`config.mk`:
```
export PLATFORM = sky130hd
export DESIGN_NAME = inverter_pulse_detect_sequencer_core
export DESIGN_NICKNAME = d
export VERILOG_FILES = /design/src/hw/rtl/ipds_pkg.sv /design/src/hw/rtl/ipds_csr.sv /design/src/hw/rtl/ipds_front.sv /design/src/hw/rtl/ipds_back.sv /design/src/hw/rtl/ipds_rsp_queue.sv /design/src/hw/rtl/inverter_pulse_detect_sequencer_core.sv
export SDC_FILE = /design/constraint.sdc
export NUM_CORES = 2
export LEC_CHECK = 0
export ABC_CLOCK_PERIOD_IN_PS = 6520
export BUFFER_PORTS_ARGS = -buffer_cell sky130_fd_sc_hd__buf_2
export CORE_ASPECT_RATIO = 0.5
export CORE_MARGIN = 8
export CORE_UTILIZATION = 30
export DETAILED_ROUTE_END_ITERATION = 8
export GPL_TIMING_DRIVEN = 0
export PLACE_DENSITY = 0.57
export SYNTH_ARGS = -nofsm -noshare
export SYNTH_HDL_FRONTEND = slang
export SYNTH_SLANG_ARGS = --single-unit
```
`constraint.sdc`:
```
create_clock -name clock -period 6.52 [get_ports clock]
set_clock_uncertainty 0.15 [all_clocks]
set_input_delay 1.304 -clock clock [delete_from_list [all_inputs] [get_ports clock]]
set_output_delay 1.304 -clock clock [all_outputs]
set_load 0.005 [all_outputs]
```
`src/hw/rtl/ipds_pkg.sv`:
```
`timescale 1ns / 1ps

package ipds_pkg;

   localparam int unsigned TICK_MICROSECONDS = 1000;

   localparam int PEAK_W   = 16;
   localparam int WEIGHT_W = 10;
   localparam int AMP_W    = 20;
   localparam int TIME_W   = 26;
   localparam int POS_W    = 27;
   localparam int PROD_W   = PEAK_W + WEIGHT_W;
   localparam int AMP_LSB  = 6;

   localparam logic [TIME_W-1:0] TIME_MAX = {TIME_W{1'b1}};

   localparam int REQ_DEPTH = 4;
   localparam int REQ_PTR_W = $clog2(REQ_DEPTH);
   localparam int RSP_DEPTH = 2;
   localparam int RSP_PTR_W = $clog2(RSP_DEPTH);

   localparam int CSR_ADDR_W = 5;
   localparam int CSR_DATA_W = 32;

   typedef enum logic [1:0] {
      OP_SAMPLE = 2'd0,
      OP_FAST   = 2'd1,
      OP_SLOW   = 2'd2,
      OP_MILLI  = 2'd3
   } op_type;

   typedef enum logic [2:0] {
      REG_COIL1_WEIGHT       = 3'd0,
      REG_COIL2_WEIGHT       = 3'd1,
      REG_COIL1_DETECT_LEVEL = 3'd2,
      REG_COIL2_DETECT_LEVEL = 3'd3,
      REG_COIL1_STOP_LEVEL   = 3'd4,
      REG_PAUSE_LIMIT_US     = 3'd5,
      REG_TRANSMIT_LIMIT_US  = 3'd6,
      REG_START_POSITION     = 3'd7
   } reg_index_type;

   localparam logic [2:0] MODE_SLEEP    = 3'd0;
   localparam logic [2:0] MODE_STANDBY  = 3'd1;
   localparam logic [2:0] MODE_DETECT   = 3'd2;
   localparam logic [2:0] MODE_PAUSE    = 3'd3;
   localparam logic [2:0] MODE_TRANSMIT = 3'd4;
   localparam logic [2:0] MODE_SHORT    = 3'd5;
   localparam logic [2:0] MODE_RECT     = 3'd6;
   localparam logic [2:0] MODE_STOP     = 3'd7;

   localparam logic [1:0] TX_ACT_NONE        = 2'd0;
   localparam logic [1:0] TX_ACT_SHORT_START = 2'd1;
   localparam logic [1:0] TX_ACT_TX_START    = 2'd2;
   localparam logic [1:0] TX_ACT_STOP        = 2'd3;

   localparam logic [1:0] RX_ACT_NONE    = 2'd0;
   localparam logic [1:0] RX_ACT_START   = 2'd1;
   localparam logic [1:0] RX_ACT_RECTIFY = 2'd2;
   localparam logic [1:0] RX_ACT_STOP    = 2'd3;

   typedef struct packed {
      logic sample;
      logic fast;
      logic slow;
      logic milli;
   } op_class_type;

   typedef struct packed {
      op_class_type      cls;
      logic [PEAK_W-1:0] coil1_peak;
      logic [PEAK_W-1:0] coil2_peak;
      logic [POS_W-1:0]  encoder_position;
   } req_item_type;

   typedef struct packed {
      logic         valid;
      req_item_type item;
   } req_slot_type;

   typedef struct packed {
      logic [2:0]       tx_mode;
      logic [2:0]       rx_mode;
      logic [1:0]       tx_action;
      logic [1:0]       rx_action;
      logic [AMP_W-1:0] coil1_amplitude;
      logic [AMP_W-1:0] coil2_amplitude;
   } rsp_item_type;

   typedef struct packed {
      logic         valid;
      rsp_item_type item;
   } rsp_slot_type;

   typedef struct packed {
      logic [WEIGHT_W-1:0] coil1_weight;
      logic [WEIGHT_W-1:0] coil2_weight;
      logic [AMP_W-1:0]    coil1_detect_level;
      logic [AMP_W-1:0]    coil2_detect_level;
      logic [AMP_W-1:0]    coil1_stop_level;
      logic [TIME_W-1:0]   pause_limit_us;
      logic [TIME_W-1:0]   transmit_limit_us;
      logic [POS_W-1:0]    start_position;
   } cfg_type;

endpackage

```
`src/hw/rtl/ipds_csr.sv`:
```
`timescale 1ns / 1ps

module ipds_csr import ipds_pkg::*; (
   input  logic                  clock,
   input  logic                  reset,
   input  logic                  psel,
   input  logic                  penable,
   input  logic                  pwrite,
   input  logic [CSR_ADDR_W-1:0] paddr,
   input  logic [CSR_DATA_W-1:0] pwdata,
   output logic [CSR_DATA_W-1:0] prdata,
   output logic                  pready,
   output cfg_type               cfg
);

   cfg_type       cfg_ff;
   cfg_type       cfg_in;
   reg_index_type reg_idx;
   logic          wr_en;

   assign reg_idx = reg_index_type'(paddr[CSR_ADDR_W-1:2]);
   assign wr_en   = psel && penable && pwrite;
   assign pready  = 1'b1;
   assign cfg     = cfg_ff;

   always_comb begin
      cfg_in = cfg_ff;
      if (wr_en) begin
         unique case (reg_idx)
            REG_COIL1_WEIGHT:       cfg_in.coil1_weight       = pwdata[WEIGHT_W-1:0];
            REG_COIL2_WEIGHT:       cfg_in.coil2_weight       = pwdata[WEIGHT_W-1:0];
            REG_COIL1_DETECT_LEVEL: cfg_in.coil1_detect_level = pwdata[AMP_W-1:0];
            REG_COIL2_DETECT_LEVEL: cfg_in.coil2_detect_level = pwdata[AMP_W-1:0];
            REG_COIL1_STOP_LEVEL:   cfg_in.coil1_stop_level   = pwdata[AMP_W-1:0];
            REG_PAUSE_LIMIT_US:     cfg_in.pause_limit_us     = pwdata[TIME_W-1:0];
            REG_TRANSMIT_LIMIT_US:  cfg_in.transmit_limit_us  = pwdata[TIME_W-1:0];
            REG_START_POSITION:     cfg_in.start_position     = pwdata[POS_W-1:0];
         endcase
      end
   end

   always_comb begin
      unique case (reg_idx)
         REG_COIL1_WEIGHT:       prdata = CSR_DATA_W'(cfg_ff.coil1_weight);
         REG_COIL2_WEIGHT:       prdata = CSR_DATA_W'(cfg_ff.coil2_weight);
         REG_COIL1_DETECT_LEVEL: prdata = CSR_DATA_W'(cfg_ff.coil1_detect_level);
         REG_COIL2_DETECT_LEVEL: prdata = CSR_DATA_W'(cfg_ff.coil2_detect_level);
         REG_COIL1_STOP_LEVEL:   prdata = CSR_DATA_W'(cfg_ff.coil1_stop_level);
         REG_PAUSE_LIMIT_US:     prdata = CSR_DATA_W'(cfg_ff.pause_limit_us);
         REG_TRANSMIT_LIMIT_US:  prdata = CSR_DATA_W'(cfg_ff.transmit_limit_us);
         REG_START_POSITION:     prdata = CSR_DATA_W'(cfg_ff.start_position);
      endcase
   end

   always_ff @(posedge clock) begin
      if (reset) begin
         cfg_ff.coil1_weight       <= WEIGHT_W'(282);
         cfg_ff.coil2_weight       <= WEIGHT_W'(282);
         cfg_ff.coil1_detect_level <= AMP_W'(768);
         cfg_ff.coil2_detect_level <= AMP_W'(1280);
         cfg_ff.coil1_stop_level   <= AMP_W'(2560);
         cfg_ff.pause_limit_us     <= TIME_W'(500000);
         cfg_ff.transmit_limit_us  <= TIME_W'(1000000);
         cfg_ff.start_position     <= POS_W'(60000);
      end else begin
         cfg_ff <= cfg_in;
      end
   end

endmodule

```
`src/hw/rtl/ipds_front.sv`:
```
`timescale 1ns / 1ps

module ipds_front import ipds_pkg::*; (
   input  logic              clock,
   input  logic              reset,
   input  logic              push,
   output logic              full,
   input  logic [1:0]        req_operation,
   input  logic [PEAK_W-1:0] req_coil1_peak,
   input  logic [PEAK_W-1:0] req_coil2_peak,
   input  logic [POS_W-1:0]  req_encoder_position,
   input  logic              take,
   output req_slot_type      head
);

   req_item_type            slots_ff [REQ_DEPTH];
   logic [REQ_PTR_W-1:0]    wr_ptr_ff, wr_ptr_in;
   logic [REQ_PTR_W-1:0]    rd_ptr_ff, rd_ptr_in;
   logic [REQ_PTR_W:0]      count_ff, count_in;
   req_item_type            in_item;
   logic                    push_ok;
   logic                    pop_ok;

   always_comb begin
      in_item.cls              = '0;
      in_item.coil1_peak       = req_coil1_peak;
      in_item.coil2_peak       = req_coil2_peak;
      in_item.encoder_position = req_encoder_position;
      unique case (op_type'(req_operation))
         OP_SAMPLE: in_item.cls.sample = 1'b1;
         OP_FAST:   in_item.cls.fast   = 1'b1;
         OP_SLOW:   in_item.cls.slow   = 1'b1;
         OP_MILLI:  in_item.cls.milli  = 1'b1;
      endcase
   end

   assign full      = (count_ff == (REQ_PTR_W+1)'(REQ_DEPTH));
   assign push_ok   = push && !full;
   assign pop_ok    = take && head.valid;

   always_comb begin
      head.valid = (count_ff != '0);
      head.item  = slots_ff[rd_ptr_ff];
   end

   always_comb begin
      wr_ptr_in = push_ok ? wr_ptr_ff + REQ_PTR_W'(1) : wr_ptr_ff;
      rd_ptr_in = pop_ok ? rd_ptr_ff + REQ_PTR_W'(1) : rd_ptr_ff;
      count_in  = count_ff + (REQ_PTR_W+1)'(push_ok) - (REQ_PTR_W+1)'(pop_ok);
   end

   always_ff @(posedge clock) begin
      if (push_ok) begin
         slots_ff[wr_ptr_ff] <= in_item;
      end
   end

   always_ff @(posedge clock) begin
      if (reset) begin
         wr_ptr_ff <= '0;
         rd_ptr_ff <= '0;
         count_ff  <= '0;
      end else begin
         wr_ptr_ff <= wr_ptr_in;
         rd_ptr_ff <= rd_ptr_in;
         count_ff  <= count_in;
      end
   end

endmodule

```
`src/hw/rtl/ipds_back.sv`:
```
`timescale 1ns / 1ps

module ipds_back import ipds_pkg::*; (
   input  logic         clock,
   input  logic         reset,
   input  cfg_type      cfg,
   input  req_slot_type head,
   output logic         take,
   input  logic         rsp_ready,
   output rsp_slot_type rsp_write
);

   logic [2:0]        tx_mode_ff, tx_mode_in;
   logic [2:0]        rx_mode_ff, rx_mode_in;
   logic [TIME_W-1:0] pause_ff, pause_in;
   logic [TIME_W-1:0] transmit_ff, transmit_in;
   logic [AMP_W-1:0]  amp1_ff, amp1_in;
   logic [AMP_W-1:0]  amp2_ff, amp2_in;
   logic [1:0]        tx_act;
   logic [1:0]        rx_act;
   logic [PROD_W-1:0] prod1;
   logic [PROD_W-1:0] prod2;
   logic [TIME_W:0]   pause_sum;
   logic [TIME_W:0]   transmit_sum;
   logic              fire;
   req_item_type      item;

   assign item = head.item;
   assign fire = head.valid && rsp_ready;
   assign take = fire;

   assign prod1 = PROD_W'(item.coil1_peak) * PROD_W'(cfg.coil1_weight);
   assign prod2 = PROD_W'(item.coil2_peak) * PROD_W'(cfg.coil2_weight);

   assign pause_sum    = {1'b0, pause_ff} + (TIME_W+1)'(TICK_MICROSECONDS);
   assign transmit_sum = {1'b0, transmit_ff} + (TIME_W+1)'(TICK_MICROSECONDS);

   always_comb begin
      tx_mode_in  = tx_mode_ff;
      rx_mode_in  = rx_mode_ff;
      pause_in    = pause_ff;
      transmit_in = transmit_ff;
      amp1_in     = amp1_ff;
      amp2_in     = amp2_ff;
      tx_act      = TX_ACT_NONE;
      rx_act      = RX_ACT_NONE;
      if (fire) begin
         if (item.cls.sample) begin
            // The 16 by 10 bit product shifted down by six never exceeds 20 bits.
            amp1_in = prod1[PROD_W-1:AMP_LSB];
            amp2_in = prod2[PROD_W-1:AMP_LSB];
         end else if (item.cls.fast) begin
            case (tx_mode_ff)
               MODE_SHORT: begin
                  if (amp1_ff > cfg.coil1_detect_level) begin
                     tx_mode_in = MODE_PAUSE;
                  end
               end
               MODE_PAUSE: begin
                  if (pause_ff > cfg.pause_limit_us) begin
                     tx_mode_in = MODE_TRANSMIT;
                     tx_act     = TX_ACT_TX_START;
                  end
               end
               MODE_TRANSMIT: begin
                  if (amp1_ff > cfg.coil1_stop_level &&
                      transmit_ff > cfg.transmit_limit_us) begin
                     tx_mode_in = MODE_STOP;
                     tx_act     = TX_ACT_STOP;
                  end
               end
               default: begin
               end
            endcase
            if (rx_mode_ff == MODE_DETECT && amp2_ff > cfg.coil2_detect_level) begin
               rx_mode_in = MODE_STANDBY;
               rx_act     = RX_ACT_STOP;
            end
         end else if (item.cls.slow) begin
            if (rx_mode_ff == MODE_STANDBY) begin
               tx_mode_in = MODE_SHORT;
               rx_mode_in = MODE_DETECT;
               tx_act     = TX_ACT_SHORT_START;
               rx_act     = RX_ACT_START;
            end else if (rx_mode_ff == MODE_DETECT) begin
               rx_mode_in = MODE_RECT;
               rx_act     = RX_ACT_RECTIFY;
            end
         end else if (item.cls.milli) begin
            if (tx_mode_ff == MODE_PAUSE) begin
               pause_in = pause_sum[TIME_W] ? TIME_MAX : pause_sum[TIME_W-1:0];
            end else if (tx_mode_ff == MODE_TRANSMIT) begin
               transmit_in = transmit_sum[TIME_W] ? TIME_MAX : transmit_sum[TIME_W-1:0];
            end
            if (item.encoder_position > cfg.start_position && rx_mode_ff == MODE_SLEEP) begin
               rx_mode_in = MODE_STANDBY;
            end
         end
      end
   end

   always_comb begin
      rsp_write.valid                = fire;
      rsp_write.item.tx_mode         = tx_mode_in;
      rsp_write.item.rx_mode         = rx_mode_in;
      rsp_write.item.tx_action       = tx_act;
      rsp_write.item.rx_action       = rx_act;
      rsp_write.item.coil1_amplitude = amp1_in;
      rsp_write.item.coil2_amplitude = amp2_in;
   end

   always_ff @(posedge clock) begin
      if (reset) begin
         tx_mode_ff  <= MODE_SLEEP;
         rx_mode_ff  <= MODE_SLEEP;
         pause_ff    <= '0;
         transmit_ff <= '0;
         amp1_ff     <= '0;
         amp2_ff     <= '0;
      end else begin
         tx_mode_ff  <= tx_mode_in;
         rx_mode_ff  <= rx_mode_in;
         pause_ff    <= pause_in;
         transmit_ff <= transmit_in;
         amp1_ff     <= amp1_in;
         amp2_ff     <= amp2_in;
      end
   end

endmodule

```
`src/hw/rtl/ipds_rsp_queue.sv`:
```
`timescale 1ns / 1ps

module ipds_rsp_queue import ipds_pkg::*; (
   input  logic         clock,
   input  logic         reset,
   input  rsp_slot_type wr,
   output logic         ready,
   input  logic         pop,
   output logic         empty,
   output rsp_item_type head
);

   rsp_item_type         slots_ff [RSP_DEPTH];
   logic [RSP_PTR_W-1:0] wr_ptr_ff, wr_ptr_in;
   logic [RSP_PTR_W-1:0] rd_ptr_ff, rd_ptr_in;
   logic [RSP_PTR_W:0]   count_ff, count_in;
   logic                 pop_ok;
   logic                 push_ok;

   assign empty   = (count_ff == '0);
   assign pop_ok  = pop && !empty;
   assign ready   = (count_ff != (RSP_PTR_W+1)'(RSP_DEPTH)) || pop_ok;
   assign push_ok = wr.valid && ready;
   assign head    = slots_ff[rd_ptr_ff];

   always_comb begin
      wr_ptr_in = push_ok ? wr_ptr_ff + RSP_PTR_W'(1) : wr_ptr_ff;
      rd_ptr_in = pop_ok ? rd_ptr_ff + RSP_PTR_W'(1) : rd_ptr_ff;
      count_in  = count_ff + (RSP_PTR_W+1)'(push_ok) - (RSP_PTR_W+1)'(pop_ok);
   end

   always_ff @(posedge clock) begin
      if (push_ok) begin
         slots_ff[wr_ptr_ff] <= wr.item;
      end
   end

   always_ff @(posedge clock) begin
      if (reset) begin
         wr_ptr_ff <= '0;
         rd_ptr_ff <= '0;
         count_ff  <= '0;
      end else begin
         wr_ptr_ff <= wr_ptr_in;
         rd_ptr_ff <= rd_ptr_in;
         count_ff  <= count_in;
      end
   end

endmodule

```
`src/hw/rtl/inverter_pulse_detect_sequencer_core.sv`:
```
`timescale 1ns / 1ps
// An accepted item is registered in the request queue, settled by the engine, and its
// result is registered in the result queue, when neither queue is stalled.
// Throughput: one item per cycle unless stalled; every event settles in one engine pass.
// Reset clears both queues, the modes, time counters and amplitudes, and loads the
// register defaults.

module inverter_pulse_detect_sequencer_core import ipds_pkg::*; (
   input  logic                  clock,
   input  logic                  reset,
   input  logic                  push,
   output logic                  full,
   input  logic [1:0]            req_operation,
   input  logic [PEAK_W-1:0]     req_coil1_peak,
   input  logic [PEAK_W-1:0]     req_coil2_peak,
   input  logic [POS_W-1:0]      req_encoder_position,
   output logic                  empty,
   input  logic                  pop,
   output logic [2:0]            rsp_tx_mode,
   output logic [2:0]            rsp_rx_mode,
   output logic [1:0]            rsp_tx_action,
   output logic [1:0]            rsp_rx_action,
   output logic [AMP_W-1:0]      rsp_coil1_amplitude,
   output logic [AMP_W-1:0]      rsp_coil2_amplitude,
   input  logic                  psel,
   input  logic                  penable,
   input  logic                  pwrite,
   input  logic [CSR_ADDR_W-1:0] paddr,
   input  logic [CSR_DATA_W-1:0] pwdata,
   output logic [CSR_DATA_W-1:0] prdata,
   output logic                  pready
);

   cfg_type      cfg;
   req_slot_type req_head;
   logic         take;
   logic         rsp_ready;
   rsp_slot_type rsp_write;
   rsp_item_type rsp_head;

   ipds_csr u_csr (
      .clock   (clock),
      .reset   (reset),
      .psel    (psel),
      .penable (penable),
      .pwrite  (pwrite),
      .paddr   (paddr),
      .pwdata  (pwdata),
      .prdata  (prdata),
      .pready  (pready),
      .cfg     (cfg)
   );

   ipds_front u_front (
      .clock                (clock),
      .reset                (reset),
      .push                 (push),
      .full                 (full),
      .req_operation        (req_operation),
      .req_coil1_peak       (req_coil1_peak),
      .req_coil2_peak       (req_coil2_peak),
      .req_encoder_position (req_encoder_position),
      .take                 (take),
      .head                 (req_head)
   );

   ipds_back u_back (
      .clock     (clock),
      .reset     (reset),
      .cfg       (cfg),
      .head      (req_head),
      .take      (take),
      .rsp_ready (rsp_ready),
      .rsp_write (rsp_write)
   );

   ipds_rsp_queue u_rsp_queue (
      .clock (clock),
      .reset (reset),
      .wr    (rsp_write),
      .ready (rsp_ready),
      .pop   (pop),
      .empty (empty),
      .head  (rsp_head)
   );

   assign rsp_tx_mode         = rsp_head.tx_mode;
   assign rsp_rx_mode         = rsp_head.rx_mode;
   assign rsp_tx_action       = rsp_head.tx_action;
   assign rsp_rx_action       = rsp_head.rx_action;
   assign rsp_coil1_amplitude = rsp_head.coil1_amplitude;
   assign rsp_coil2_amplitude = rsp_head.coil2_amplitude;

`ifndef SYNTHESIS
   a_short_start_pairs: assert property (@(posedge clock) disable iff (reset)
      (!empty && rsp_tx_action == TX_ACT_SHORT_START) |->
      (rsp_tx_mode == MODE_SHORT && rsp_rx_mode == MODE_DETECT &&
       rsp_rx_action == RX_ACT_START))
      else $error("Short start reported without the matching receiver start.");

   a_stop_mode: assert property (@(posedge clock) disable iff (reset)
      (!empty && rsp_tx_action == TX_ACT_STOP) |-> (rsp_tx_mode == MODE_STOP))
      else $error("Transmitter stop reported outside stop mode.");

   a_result_lands: assert property (@(posedge clock) disable iff (reset)
      (rsp_write.valid && empty) |=> !empty)
      else $error("A finished item did not reach the result queue.");
`endif

endmodule
```
==> results.yml <==
sta:
  rsz0062_at_grt: "true"
  hold_ws_ps: 305
  hold_violations: 0
  worst_pin_slew_ps: 1320
  worst_slack_ps: -210
  min_period_ps: 6730
  slew_headroom: 0.116
  period_share: 1.03
  slew_viol_final: 0
  setup_viol: 38
  fmax_mhz: 149
worst_setup_path:
  slowest_delay_ps: 600
  crit_family: "adder cells"
  crit_fanout: 6
  criticalPathCategory: "reg -> reg"
  endpoint_kind: "flop"
  required_ps: 6730
  start_kind: "flop"
  slowest_stage: "mux4_2"
  path_buf_inv: 12
  critical_path_arrival_ps: 6940
  cp_common_cell: "fa_1"
global_route:
  grt_pass1_wl_mm: 184
  met1_usage: 0.225
  grt_antenna_before_repair: 17
  gr-max-usage-layer: "met2"
  use_met3: 0.0291
  grt-ovfl-total: 0
  first_global_vias: 29200
  gr-usage-met2: 0.296
  grt_util_all_layers: 0.175
  grt_max_degree: 33
final_layout:
  post-route-util: 0.366
  finalNonFillerCells: 5654
  n_fill_cell: 12200
  final_cell_mix: "nand2_1 (562), inv_1 (365), edfxtp_1 (352), dfxtp_1 (266), ha_1 (235)"
  layout-drive-gt1-share: 0.199
  final_common_cell: "nand2_1"
  finalNetCount: 4509
  syn_to_final_growth_pct: 20.5
die:
  core_area_sq_um: 124000
  row_count: 91
  ios: 190
  fp.dieArea_sq_um: 138000
  die_w_um: 517
  initial_core_util: 0.304
  die_height_um: 266
outcome:
  violations: "setup timing"
  status: "finished with violations"
yosys:
  synth_ff_type: "edfxtp_1"
  ys_async_sr_fraction: 0
  yosysSeqAreaShare: 0.423
  syn_area_sq_um: 37600
  synth_warnings: 0
  avgSynthCellArea_sq_um: 10.6
  yosysUniqueCellTypes: 75
  syn_inst: 3560
  synth_edf_count: 352
  ys_seq_elements: 619
clock_tree:
  clkTransAtPathRegs_ps: 60
  cts_root_buffer: "clkbuf_16"
  cts_hold_buf: 0
  cts_max_level: 3
  clockBufferDepth: 3
  cts_tree: "yes"
  cts_made_buffers: 67
  cts_sinks: 619
  clock_latency_ps: 630
route:
  vias_per_cell: 5.00
  dr.pass1.iters: 8
  ant_nets: 0
  drc: 0
  avgRoutedWirePerCell_um: 21.7
  drt_iter0_drc: 2082
  route.vias.total: 28300
  drt-total-wl_mm: 123
placement:
  place_congestion: 0.948
  place_worst_setup_slack_ps: -1280
  place_inst: 5413
  post-dp-hpwl_mm: 94.6
  io_buffers: 165
run:
  cap_viol_max_count: 0
worst_hold_path:
  hold_class: "reg -> reg"
==> registers in the layout (all words and copies together) (netlist names), 3 cells and up, named ones only <==
register              cells
u_back.rx_mode_ff         3
u_back.transmit_ff       24
u_rsp_queue.slots_ff    100
u_back.tx_mode_ff         3
u_front.count_ff          3
u_back.pause_ff          24
u_csr.cfg               159
u_back.amp1_ff           20
u_front.slots_ff        252
u_back.amp2_ff           20
==> per-layer routing <==
metal,up-vias,share of wire
li1,13000,-
met1,14200,0.42
met2,881,0.48
met3,245,0.065
met4,12,0.043
met5,-,0.00072
==> stage by stage <==
step,area [sq um],TNS [ps]
global placement,40600,-147850
floorplan,37700,0
detailed placement,40800,-67670
CTS,44500,-5900
global route,45300,-14750
finish,45300,-3990
==> synthesized netlist by cell type, types with 6 or more instances <==
| cell type | n | area share |
|---|---|---|
| nand2_1 | 579 | 0.058 |
| inv_1 | 404 | 0.040 |
| edfxtp_1 | 352 | 0.28 |
| dfxtp_1 | 267 | 0.14 |
| ha_1 | 267 | 0.089 |
| a21oi_1 | 249 | 0.033 |
| fa_1 | 219 | 0.12 |
| and2_1 | 188 | 0.031 |
| nor2_1 | 117 | 0.012 |
| clkbuf_1 | 108 | 0.011 |
| mux4_2 | 72 | 0.043 |
| a21o_1 | 65 | 0.013 |
| o21ai_0 | 59 | 0.0079 |
| mux2_2 | 57 | 0.017 |
| nand3_1 | 46 | 0.0061 |
| nand4_1 | 41 | 0.0068 |
| mux2i_1 | 37 | 0.0098 |
| xnor2_1 | 37 | 0.0086 |
| o211ai_1 | 36 | 0.0072 |
| and3_1 | 32 | 0.0053 |
| buf_1 | 29 | 0.0029 |
| nor3_1 | 28 | 0.0037 |
| nor2b_1 | 25 | 0.0042 |
| xor2_1 | 23 | 0.0054 |
| o22ai_1 | 20 | 0.0033 |
| a221oi_1 | 15 | 0.0035 |
| a211oi_1 | 13 | 0.0026 |
| a31oi_1 | 13 | 0.0022 |
| nor4_1 | 13 | 0.0022 |
| o21a_1 | 13 | 0.0026 |
| clkbuf_2 | 9 | 0.0012 |
| nand2b_1 | 8 | 0.0013 |
| nor3b_1 | 8 | 0.0016 |
| o21bai_1 | 7 | 0.0014 |
| o31ai_1 | 7 | 0.0014 |
| or3_1 | 7 | 0.0012 |
| a211o_1 | 6 | 0.0014 |
| buf_4 | 6 | 0.0012 |
==> area by class of cell <==
type,count,area [sq um],area share
multi-input cells,2381,20800,0.459
flip-flops and latches,619,15900,0.351
well taps,1674,2090,0.0462
repair buffers,290,2040,0.0450
clock buffers,85,1810,0.0399
inverters,406,1520,0.0336
plain buffers,153,734,0.0162
clock inverters,38,400,0.00883
diodes,8,20.0,0.000442
==> worst reg2reg max path: cells and delay by family, from the launching register on <==
kind | cells | cell delay (ps)
and+or+nand+nor | 3 | 480
adders and majority gates | 6 | 2360
DFF | 1 | 320
AOI/OAI and AO/OA | 5 | 940
buffers and inverters | 12 | 1400
muxes | 2 | 810
==> cell families after synthesis <==
kind of cell / share of synthesized area
and+or+nand+nor: 0.137
xor gates and xnor gates: 0.0140
other: 0.000200
DFF: 0.423
adders and majority gates: 0.205
muxes: 0.0700
buffers and inverters: 0.0576
AOI/OAI and AO/OA: 0.0922
==> worst paths after layout <==
path         depth (start not counted)  slack, ps                           to          start
min reg2reg                          2        310                u_csr.cfg[39]  u_csr.cfg[39]
max reg2reg                         28       -210  u_rsp_queue.slots_ff[0][33]           flop
min                                  2        310                u_csr.cfg[39]  u_csr.cfg[39]
max                                 28       -210  u_rsp_queue.slots_ff[0][33]           flop
==> timing repair <==
action | CTS | global route
cloned | 1 | 0
pin swaps | 131 | 134
gates resized for setup | 192 | 143
endpoints found under the setup margin | 101 | 81
setup buffers | 87 | 29
Power is not shown: default switching activity piles up to over one toggle a cycle in this logic, so the estimate is an artifact.
